**src/hw/rtl/lcm_pkg.sv**
```systemverilog
`timescale 1ns / 1ps

package lcm_pkg;

    // Capacity and coordinate format
    localparam int MaxLines   = 16;
    localparam int CoordBits  = 12;
    localparam int MaxCorners = 64;

    // Register formats
    localparam int TanBits  = 11;
    localparam int DistBits = 25;
    localparam int TanFrac  = 10;
    localparam int CfgW     = (DistBits > TanBits) ? DistBits : TanBits;
    localparam int CfgIdxW  = 1;

    localparam logic [DistBits-1:0] DistReset = DistBits'(625);
    localparam logic [TanBits-1:0]  TanReset  = TanBits'(373);

    // Register indexes
    localparam logic [CfgIdxW-1:0] RegCornerDistSq = 1'b0;
    localparam logic [CfgIdxW-1:0] RegAngleTanQ10  = 1'b1;

    // Request codes
    localparam logic ReqLoad   = 1'b0;
    localparam logic ReqFinish = 1'b1;

    // Derived widths
    localparam int LineIdxW   = (MaxLines > 1) ? $clog2(MaxLines) : 1;
    localparam int LineCntW   = $clog2(MaxLines + 1);
    localparam int CornerCntW = $clog2(MaxCorners + 1);
    localparam int MulW       = (CoordBits > TanBits) ? CoordBits : TanBits;
    localparam int ProdW      = 2 * MulW;
    localparam int SumW       = ProdW + 1;
    localparam int CmpW       = (SumW > DistBits) ? SumW : DistBits;

    typedef struct packed {
        logic [CoordBits-1:0] x1;
        logic [CoordBits-1:0] y1;
        logic [CoordBits-1:0] x2;
        logic [CoordBits-1:0] y2;
    } seg_t;

    localparam int SegW = $bits(seg_t);

    // Operands for the shared multiplier
    typedef struct packed {
        logic            en;
        logic [MulW-1:0] a;
        logic [MulW-1:0] b;
    } mul_req_t;

    function automatic logic [CoordBits-1:0] absdiff(
        input logic [CoordBits-1:0] p,
        input logic [CoordBits-1:0] q
    );
        return (p > q) ? (p - q) : (q - p);
    endfunction

endpackage

```
**src/hw/rtl/lcm_ram.sv**
```systemverilog
`timescale 1ns / 1ps

module lcm_ram #(
    parameter int Width = 8,
    parameter int Depth = 16,
    localparam int AddrW = (Depth > 1) ? $clog2(Depth) : 1
) (
    input  logic             clk,
    input  logic             we,
    input  logic [AddrW-1:0] wr_addr,
    input  logic [Width-1:0] wr_data,
    input  logic [AddrW-1:0] rd_addr,
    output logic [Width-1:0] rd_data
);

    logic [Width-1:0] mem [Depth];

    always_ff @(posedge clk)
    begin
        if (we)
        begin
            mem[wr_addr] <= wr_data;
        end
        rd_data <= mem[rd_addr];
    end

endmodule

```
**src/hw/rtl/lcm_mul.sv**
```systemverilog
`timescale 1ns / 1ps

module lcm_mul import lcm_pkg::*; (
    input  logic             clk,
    input  mul_req_t         req,
    output logic [ProdW-1:0] prod
);

    logic [ProdW-1:0] prod_reg;

    // Hold the product while not issued
    always_ff @(posedge clk)
    begin
        if (req.en)
        begin
            prod_reg <= ProdW'(req.a) * ProdW'(req.b);
        end
    end

    assign prod = prod_reg;

endmodule

```
**src/hw/rtl/line_corner_matcher_top.sv**
```systemverilog
`timescale 1ns / 1ps

// Line corner matcher. Load words (req_type 0) classify a segment as
// horizontal or vertical against the tangent tolerance and store it in a
// 16-entry table; other segments are dropped. A finish word (req_type 1)
// pairs every horizontal with every vertical segment and returns one result
// word per corner (truncated midpoint of two endpoints closer than
// corner_dist_sq), or a single found=0 word when there is none; the final
// word carries last. Both tables are then cleared. All multiplications go
// through one shared 12x12 multiplier, and the block takes one word at a
// time. A load word is accepted, then passes S_LD_A and S_LD_B (tolerance
// products) and S_LD_C (table write). A finish word runs a counting pass
// that reads each horizontal/vertical pair and, for each of its four
// endpoint pairs, squares dx and dy and compares, then an emitting pass
// over the same order that stops at the last corner and holds while the
// result side stalls; with either table empty it goes straight to the
// found=0 word. A new word is accepted while the last result still waits.
module line_corner_matcher_top import lcm_pkg::*; (
    input  logic                 clk,
    input  logic                 rst_n,

    input  logic                 item_valid,
    output logic                 item_ready,
    input  logic                 req_type,
    input  logic [CoordBits-1:0] start_x,
    input  logic [CoordBits-1:0] start_y,
    input  logic [CoordBits-1:0] end_x,
    input  logic [CoordBits-1:0] end_y,

    input  logic                 cfg_we,
    input  logic [CfgIdxW-1:0]   cfg_index,
    input  logic [CfgW-1:0]      cfg_data,

    output logic                 result_valid,
    input  logic                 result_ready,
    output logic [CoordBits-1:0] corner_x,
    output logic [CoordBits-1:0] corner_y,
    output logic                 found,
    output logic                 overflow,
    output logic                 last
);

    typedef enum logic [3:0] {
        S_IDLE,
        S_LD_A,
        S_LD_B,
        S_LD_C,
        S_FN_RD,
        S_FN_DX,
        S_FN_DY,
        S_FN_CMP,
        S_FN_MARK
    } state_t;

    state_t                state_reg;
    seg_t                  seg_reg;
    logic                  horiz_reg;
    logic [LineCntW-1:0]   hcount_reg;
    logic [LineCntW-1:0]   vcount_reg;
    logic                  dropped_reg;
    logic [DistBits-1:0]   dist_reg;
    logic [TanBits-1:0]    tan_reg;
    logic [LineIdxW-1:0]   h_idx_reg;
    logic [LineIdxW-1:0]   v_idx_reg;
    logic [1:0]            ep_reg;
    logic                  emit_pass_reg;
    logic [CornerCntW-1:0] hit_cnt_reg;
    logic [CornerCntW-1:0] emit_cnt_reg;
    logic                  ovf_reg;
    logic [ProdW-1:0]      sq_reg;

    logic                  result_valid_reg;
    logic [CoordBits-1:0]  cx_reg;
    logic [CoordBits-1:0]  cy_reg;
    logic                  found_reg;
    logic                  last_reg;
    logic                  ovf_out_reg;

    seg_t                  h_rd;
    seg_t                  v_rd;
    logic [SegW-1:0]       h_rd_bits;
    logic [SegW-1:0]       v_rd_bits;
    logic                  h_we;
    logic                  v_we;

    mul_req_t              mul_req;
    logic [ProdW-1:0]      mul_prod;

    logic [CoordBits-1:0]  adx;
    logic [CoordBits-1:0]  ady;
    logic                  cmp_h;
    logic                  cmp_v;
    logic [CoordBits-1:0]  pax;
    logic [CoordBits-1:0]  pay;
    logic [CoordBits-1:0]  pbx;
    logic [CoordBits-1:0]  pby;
    logic [CoordBits-1:0]  dx;
    logic [CoordBits-1:0]  dy;
    logic [CoordBits:0]    sum_x;
    logic [CoordBits:0]    sum_y;
    logic [CmpW-1:0]       dist_sum;
    logic                  hit;
    logic                  emit_ok;
    logic                  emit_done;
    logic                  out_free;
    logic                  stall;
    logic                  result_load;
    logic                  last_ep;
    logic                  last_v;
    logic                  last_h;
    logic [CornerCntW-1:0] hit_cnt_next;

    // Segment tables
    assign h_we = (state_reg == S_LD_C) && horiz_reg
                  && (hcount_reg < LineCntW'(MaxLines));
    assign v_we = (state_reg == S_LD_C) && !horiz_reg && cmp_v
                  && (vcount_reg < LineCntW'(MaxLines));

    lcm_ram #(
        .Width (SegW),
        .Depth (MaxLines)
    ) u_horiz_ram (
        .clk     (clk),
        .we      (h_we),
        .wr_addr (hcount_reg[LineIdxW-1:0]),
        .wr_data (seg_reg),
        .rd_addr (h_idx_reg),
        .rd_data (h_rd_bits)
    );

    lcm_ram #(
        .Width (SegW),
        .Depth (MaxLines)
    ) u_vert_ram (
        .clk     (clk),
        .we      (v_we),
        .wr_addr (vcount_reg[LineIdxW-1:0]),
        .wr_data (seg_reg),
        .rd_addr (v_idx_reg),
        .rd_data (v_rd_bits)
    );

    assign h_rd = seg_t'(h_rd_bits);
    assign v_rd = seg_t'(v_rd_bits);

    // Classification operands
    assign adx = absdiff(seg_reg.x1, seg_reg.x2);
    assign ady = absdiff(seg_reg.y1, seg_reg.y2);

    // Endpoint pair: upper bit picks the horizontal end, lower the vertical
    assign pax = ep_reg[1] ? h_rd.x2 : h_rd.x1;
    assign pay = ep_reg[1] ? h_rd.y2 : h_rd.y1;
    assign pbx = ep_reg[0] ? v_rd.x2 : v_rd.x1;
    assign pby = ep_reg[0] ? v_rd.y2 : v_rd.y1;
    assign dx  = absdiff(pax, pbx);
    assign dy  = absdiff(pay, pby);

    always_comb
    begin
        mul_req.en = 1'b0;
        mul_req.a  = '0;
        mul_req.b  = '0;
        case (state_reg)
            S_LD_A:
            begin
                mul_req.en = 1'b1;
                mul_req.a  = MulW'(tan_reg);
                mul_req.b  = MulW'(adx);
            end
            S_LD_B:
            begin
                mul_req.en = 1'b1;
                mul_req.a  = MulW'(tan_reg);
                mul_req.b  = MulW'(ady);
            end
            S_FN_DX:
            begin
                mul_req.en = 1'b1;
                mul_req.a  = MulW'(dx);
                mul_req.b  = MulW'(dx);
            end
            S_FN_DY:
            begin
                mul_req.en = 1'b1;
                mul_req.a  = MulW'(dy);
                mul_req.b  = MulW'(dy);
            end
            default:
            begin
                mul_req.en = 1'b0;
            end
        endcase
    end

    lcm_mul u_mul (
        .clk  (clk),
        .req  (mul_req),
        .prod (mul_prod)
    );

    assign cmp_h = (ProdW'(ady) << TanFrac) < mul_prod;
    assign cmp_v = (ProdW'(adx) << TanFrac) < mul_prod;

    assign sum_x    = {1'b0, pax} + {1'b0, pbx};
    assign sum_y    = {1'b0, pay} + {1'b0, pby};
    assign dist_sum = CmpW'(sq_reg) + CmpW'(mul_prod);
    assign hit      = dist_sum < CmpW'(dist_reg);

    assign out_free  = !result_valid_reg || result_ready;
    assign emit_ok   = hit && emit_pass_reg && (emit_cnt_reg < hit_cnt_reg);
    assign emit_done = emit_ok && ((emit_cnt_reg + CornerCntW'(1)) == hit_cnt_reg);
    assign stall     = emit_ok && !out_free;

    // A new result word enters the output register this cycle
    assign result_load = ((state_reg == S_FN_CMP) && emit_ok && out_free)
                         || ((state_reg == S_FN_MARK) && out_free);

    assign last_ep = (ep_reg == 2'd3);
    assign last_v  = (LineCntW'(v_idx_reg) + LineCntW'(1)) == vcount_reg;
    assign last_h  = (LineCntW'(h_idx_reg) + LineCntW'(1)) == hcount_reg;

    assign hit_cnt_next = (hit && !emit_pass_reg
                           && (hit_cnt_reg < CornerCntW'(MaxCorners)))
                          ? hit_cnt_reg + CornerCntW'(1) : hit_cnt_reg;

    always_ff @(posedge clk or negedge rst_n)
    begin
        if (!rst_n)
        begin
            state_reg        <= S_IDLE;
            seg_reg          <= '0;
            horiz_reg        <= 1'b0;
            hcount_reg       <= '0;
            vcount_reg       <= '0;
            dropped_reg      <= 1'b0;
            dist_reg         <= DistReset;
            tan_reg          <= TanReset;
            h_idx_reg        <= '0;
            v_idx_reg        <= '0;
            ep_reg           <= '0;
            emit_pass_reg    <= 1'b0;
            hit_cnt_reg      <= '0;
            emit_cnt_reg     <= '0;
            ovf_reg          <= 1'b0;
            sq_reg           <= '0;
            result_valid_reg <= 1'b0;
            cx_reg           <= '0;
            cy_reg           <= '0;
            found_reg        <= 1'b0;
            last_reg         <= 1'b0;
            ovf_out_reg      <= 1'b0;
        end
        else
        begin
            if (cfg_we)
            begin
                case (cfg_index)
                    RegCornerDistSq: dist_reg <= cfg_data[DistBits-1:0];
                    RegAngleTanQ10:  tan_reg  <= cfg_data[TanBits-1:0];
                    default:         dist_reg <= dist_reg;
                endcase
            end

            if (result_load)
            begin
                result_valid_reg <= 1'b1;
            end
            else if (result_valid_reg && result_ready)
            begin
                result_valid_reg <= 1'b0;
            end

            case (state_reg)
                S_IDLE:
                begin
                    if (item_valid)
                    begin
                        if (req_type == ReqFinish)
                        begin
                            ovf_reg       <= dropped_reg;
                            hit_cnt_reg   <= '0;
                            emit_cnt_reg  <= '0;
                            emit_pass_reg <= 1'b0;
                            h_idx_reg     <= '0;
                            v_idx_reg     <= '0;
                            ep_reg        <= '0;
                            if ((hcount_reg == '0) || (vcount_reg == '0))
                            begin
                                state_reg <= S_FN_MARK;
                            end
                            else
                            begin
                                state_reg <= S_FN_RD;
                            end
                        end
                        else
                        begin
                            seg_reg.x1 <= start_x;
                            seg_reg.y1 <= start_y;
                            seg_reg.x2 <= end_x;
                            seg_reg.y2 <= end_y;
                            state_reg  <= S_LD_A;
                        end
                    end
                end

                S_LD_A:
                begin
                    state_reg <= S_LD_B;
                end

                S_LD_B:
                begin
                    horiz_reg <= cmp_h;
                    state_reg <= S_LD_C;
                end

                S_LD_C:
                begin
                    if (horiz_reg)
                    begin
                        if (hcount_reg < LineCntW'(MaxLines))
                        begin
                            hcount_reg <= hcount_reg + LineCntW'(1);
                        end
                        else
                        begin
                            dropped_reg <= 1'b1;
                        end
                    end
                    else if (cmp_v)
                    begin
                        if (vcount_reg < LineCntW'(MaxLines))
                        begin
                            vcount_reg <= vcount_reg + LineCntW'(1);
                        end
                        else
                        begin
                            dropped_reg <= 1'b1;
                        end
                    end
                    state_reg <= S_IDLE;
                end

                S_FN_RD:
                begin
                    state_reg <= S_FN_DX;
                end

                S_FN_DX:
                begin
                    state_reg <= S_FN_DY;
                end

                S_FN_DY:
                begin
                    sq_reg    <= mul_prod;
                    state_reg <= S_FN_CMP;
                end

                S_FN_CMP:
                begin
                    // Hold here while a corner waits for the output register
                    if (!stall)
                    begin
                        hit_cnt_reg <= hit_cnt_next;
                        if (hit && !emit_pass_reg
                            && (hit_cnt_reg >= CornerCntW'(MaxCorners)))
                        begin
                            ovf_reg <= 1'b1;
                        end

                        if (emit_ok)
                        begin
                            cx_reg       <= sum_x[CoordBits:1];
                            cy_reg       <= sum_y[CoordBits:1];
                            found_reg    <= 1'b1;
                            last_reg     <= emit_done;
                            ovf_out_reg  <= ovf_reg;
                            emit_cnt_reg <= emit_cnt_reg + CornerCntW'(1);
                        end

                        if (emit_done)
                        begin
                            hcount_reg  <= '0;
                            vcount_reg  <= '0;
                            dropped_reg <= 1'b0;
                            state_reg   <= S_IDLE;
                        end
                        else if (!last_ep)
                        begin
                            ep_reg    <= ep_reg + 2'd1;
                            state_reg <= S_FN_DX;
                        end
                        else
                        begin
                            ep_reg <= '0;
                            if (!last_v)
                            begin
                                v_idx_reg <= v_idx_reg + LineIdxW'(1);
                                state_reg <= S_FN_RD;
                            end
                            else if (!last_h)
                            begin
                                v_idx_reg <= '0;
                                h_idx_reg <= h_idx_reg + LineIdxW'(1);
                                state_reg <= S_FN_RD;
                            end
                            else if (!emit_pass_reg && (hit_cnt_next != '0))
                            begin
                                // Counting done: rescan and emit
                                v_idx_reg     <= '0;
                                h_idx_reg     <= '0;
                                emit_pass_reg <= 1'b1;
                                state_reg     <= S_FN_RD;
                            end
                            else if (!emit_pass_reg)
                            begin
                                state_reg <= S_FN_MARK;
                            end
                            else
                            begin
                                hcount_reg  <= '0;
                                vcount_reg  <= '0;
                                dropped_reg <= 1'b0;
                                state_reg   <= S_IDLE;
                            end
                        end
                    end
                end

                S_FN_MARK:
                begin
                    if (out_free)
                    begin
                        cx_reg      <= '0;
                        cy_reg      <= '0;
                        found_reg   <= 1'b0;
                        last_reg    <= 1'b1;
                        ovf_out_reg <= ovf_reg;
                        hcount_reg  <= '0;
                        vcount_reg  <= '0;
                        dropped_reg <= 1'b0;
                        state_reg   <= S_IDLE;
                    end
                end

                default:
                begin
                    state_reg <= S_IDLE;
                end
            endcase
        end
    end

    assign item_ready   = (state_reg == S_IDLE);
    assign result_valid = result_valid_reg;
    assign corner_x     = cx_reg;
    assign corner_y     = cy_reg;
    assign found        = found_reg;
    assign overflow     = ovf_out_reg;
    assign last         = last_reg;

endmodule

```
**config.mk**
```make
export PLATFORM = sky130hd
export DESIGN_NAME = line_corner_matcher_top
export DESIGN_NICKNAME = d
export VERILOG_FILES = /design/src/hw/rtl/lcm_pkg.sv /design/src/hw/rtl/lcm_ram.sv /design/src/hw/rtl/lcm_mul.sv /design/src/hw/rtl/line_corner_matcher_top.sv
export SDC_FILE = /design/constraint.sdc
export NUM_CORES = 2
export LEC_CHECK = 0
export BUFFER_PORTS_ARGS = -buffer_cell sky130_fd_sc_hd__buf_2
export CAP_MARGIN = 20
export CORE_MARGIN = 3
export CORE_UTILIZATION = 50
export CTS_CLUSTER_DIAMETER = 150
export DETAILED_ROUTE_END_ITERATION = 16
export PLACE_DENSITY = 0.68
export RECOVER_POWER = 25
export SLEW_MARGIN = 5
export SYNTH_ARGS = -nofsm -noshare
export SYNTH_HDL_FRONTEND = slang
export SYNTH_HIERARCHICAL = 1
export SYNTH_SLANG_ARGS = --single-unit
```
**constraint.sdc**
```tcl
create_clock -name clk -period 8.7 [get_ports clk]
set_clock_uncertainty 0.15 [all_clocks]
set_input_delay 0.87 -clock clk [delete_from_list [all_inputs] [get_ports clk]]
set_output_delay 0.87 -clock clk [all_outputs]
set_load 0.02 [all_outputs]
```
==> impl_metrics.ini <==
[status]
status = finished, violations left
violations = capacitance limit, slew limit

[cells_and_area]
top_regs = u_horiz_ram/mem (768), u_vert_ram/mem (768)
syn_to_final_growth_pct = 14.11
nNetsFinal = 5743
final_cell_area_sq_um = 92770
layout.cells.most_common_list = edfxtp_1 (1560), nand2_1 (387), mux4_2 (384), inv_1 (336), ha_1 (256)
layout_commonest_cell = edfxtp_1
layout-drive-gt1-share_pct = 23.32

[pwr]
switching_power_uw = 12200
switching_share_pct = 36.99
leakagePower_uw = 0.03303
power_frac_comb_pct = 39.1
irDropWorstVdd_mv = 0.3260
p_int_uw = 20790
clkPwrFrac_pct = 25.0
power_density_nw_per_um2 = 355.6
power_frac_seq_pct = 35.9

[die]
die_w_um = 409.2
start_util_pct = 50.46
core_sq_um = 161100
ioPinCount = 109
die-area_sq_um = 167500
rows = 147
die_h_um = 409.2

[clock_tree]
clockBufferDepth = 3
clk_latency_ps = 860
clockRootBuffer = clkbuf_16
cts_buffers = 181
cts_max_level = 4
cts_tree = done
cts_sinks = 1834
path_clk_slew_ps = 70

[worst_setup_path]
crit_family = adder cells
cpMostUsedCell = buf_4
arrival_ps = 8820
cp_num_buf_inv = 8
crit_fanout = 14
cp.required_ps = 9070
start_kind = flop
endpoint_kind = flop
slowest_stage = fa_1
cpPeakStageDelay_ps = 520
critPathKind = reg -> reg

[placement]
io_buffers = 108
place_ws_ps = 15.76
postPlaceCellArea_sq_um = 85770
place.gp.congestion = 1.010
dp_hpwl_um = 145700

[drt]
wl_per_cell_um = 29.65
vias = 46740
routed_wl_um = 225700
antenna_left = 0
drcViolationCount = 0
dr.pass1.iters = 5
viasPerCell = 6.142
dr.first_iter.drc_count = 5338

[timing]
tns_ps = 0
worstMarginPinSlew_ps = 1728
period_needed_ps = 8458
finalWorstSetupSlack_ps = 241.6
slew_violations = 156
fmax_mhz = 118.2
hold_ws_ps = 96.51
period_share_pct = 97.22
rsz0062_at_grt = true
hold_viol_final = 0
setup_violations = 0
slew_headroom_pct = -15.18

[synth]
synthXorXnorAreaFrac_pct = 1.164
synth_simple_gate_area_share_pct = 4.656
synth.avg_cell_area_sq_um = 16.38
ys_async_sr_fraction_pct = 9.706
synth.mux.area_fraction_pct = 12.66
syn-num-nets = 5421
synth_seq_area_share_pct = 65.48
synth_compound_area_share_pct = 6.281
synthCells = 4964
synth.distinct_cells = 104
synthAdderAreaFrac_pct = 6.827
synth_flop_cell = edfxtp_1
netlist_area_sq_um = 81300
synth_top_family_by_area = multiplexers
yosys_warnings = 6
synth_edf_count = 1560
ys_ff_latch = 1834

[grt]
gr-total-overflow = 0
grt_max_degree = 119
grt.total_usage_pct = 27.03
grt_pass1_wl_um = 327200
antenna_found_initial = 10
grt_pass1_vias = 46230

[flow_run]
max-cap-violations = 4

[worst_hold_path]
hold_class = in -> reg
[cells in the mapped netlist, types with 10 or more instances]
| master | n | area [sq um] |
|---|---|---|
| o21a_1 | 19 | 142.6 |
| or3_1 | 12 | 75.07 |
| buf_2 | 21 | 105.1 |
| dfrtp_1 | 167 | 4179 |
| buf_4 | 46 | 345.3 |
| dfxtp_1 | 96 | 1922 |
| nand3_1 | 30 | 150.1 |
| and4_1 | 10 | 87.58 |
| o21ai_0 | 118 | 590.6 |
| nor2_1 | 132 | 495.5 |
| clkbuf_1 | 111 | 416.7 |
| o31ai_1 | 17 | 127.6 |
| xor2_1 | 35 | 306.5 |
| fa_1 | 111 | 2222 |
| nor2b_1 | 26 | 162.7 |
| a211oi_1 | 12 | 90.09 |
| and2_1 | 68 | 425.4 |
| edfxtp_1 | 1560 | 46840 |
| and3_1 | 14 | 87.58 |
| o21ai_1 | 17 | 85.08 |
| nand2_1 | 391 | 1468 |
| o211ai_1 | 12 | 90.09 |
| a221o_1 | 13 | 130.1 |
| a21o_1 | 52 | 390.4 |
| mux4_2 | 384 | 8648 |
| xnor2_1 | 73 | 639.4 |
| nand4_1 | 15 | 93.84 |
| mux2i_1 | 70 | 700.7 |
| a22oi_1 | 205 | 1539 |
| o21bai_1 | 14 | 105.1 |
| nand2b_1 | 23 | 143.9 |
| a21oi_1 | 137 | 685.7 |
| inv_1 | 338 | 1269 |
| buf_1 | 33 | 123.9 |
| ha_1 | 266 | 3328 |
| a31oi_1 | 17 | 106.4 |
| mux2_2 | 80 | 900.9 |
| nor3_1 | 42 | 210.2 |
| dfstp_2 | 11 | 289.0 |
[logic make-up (layout without fill, tap and decap cells)]
family / Yosys count / after routing
AOI/OAI and AO/OA: 738 / 738
buffers and inverters: 560 / 1041
adders and majority gates: 377 / 377
and+or+nand+nor: 809 / 810
muxes: 538 / 538
DFF: 1834 / 1834
xor gates and xnor gates: 108 / 108
other: 0 / 4
[metal layers]
layer	track usage, %	wire length, um	up-vias
met3	6.336	22100	350
li1	-	-	19740
met5	0	0	-
met1	38.67	92490	24320
met4	8.733	7602	0
met2	41.36	103500	2335
[repair_timing]
item,CTS,global route
hold endpoints to repair,74,0
buffers inserted,2,9
endpoints found under the setup margin,5,13
resized for setup,6,91
pin swaps,0,12
gates cloned,0,1
hold buffers,1,0
[power groups by stage]
| stage | Combinational (uW) | Sequential, uW | Clock [uW] |
|---|---|---|---|
| final | 12900 | 11800 | 8260 |
| after global routing | 14100 | 11900 | 8750 |
| after CTS | 12400 | 11800 | 8380 |
| after detailed placement | 12300 | 12000 | 0 |
| after global placement | 12100 | 12000 | 0 |
| after floorplan | 7110 | 12300 | 0 |
[final timing paths]
kind                       slack (ps)  cells past startpoint                    start                  endpoint
setup reg to reg                  240                     31    ep_reg[1]$_DFFE_PN0P_  u_mul/prod[21]$_DFFE_PP_
min in group asynchronous         490                      2                    rst_n          last$_DFFE_PN0P_
hold reg to reg                   320                      2  corner_x[5]$_DFFE_PN0P_   corner_x[5]$_DFFE_PN0P_
max in group asynchronous        6580                      3                    rst_n     sq_reg[5]$_DFFE_PN0P_
hold / removal                    100                      3             cfg_data[16]  dist_reg[16]$_DFFE_PN0P_
setup / recovery                  240                     31    ep_reg[1]$_DFFE_PN0P_  u_mul/prod[21]$_DFFE_PP_
[worst register-to-register path: cells and delay by family, from the launching register on]
family / cells / cell delay [ps]
mux: 1 / 330
simple gates: 9 / 1950
compound gates: 5 / 850
xor+xnor: 1 / 80
fa+ha+maj: 7 / 3080
flops: 1 / 440
buf+inv: 8 / 1290
[final cells by class]
class / instances / area, sq um
fill: 12360 / 68350
sequential: 1834 / 53250
multi-input combinational: 2571 / 26470
clock buffer: 241 / 5007
tap: 2160 / 2703
timing repair buffer: 359 / 2645
clock inverter: 102 / 1410
inverter: 339 / 1272
antenna: 4 / 10.01
[through the flow]
stage                     std cells  total power [uW]  utilization [%]
final                          7610             32990            57.58
after global routing           7606             34750            57.57
after CTS                      7595             32600            57.24
after detailed placement       7249             24320            53.23
after global placement         7249             24110            53.23
after floorplan                4964             19370                -
No activity file was read; power rests on OpenSTA's default activity.
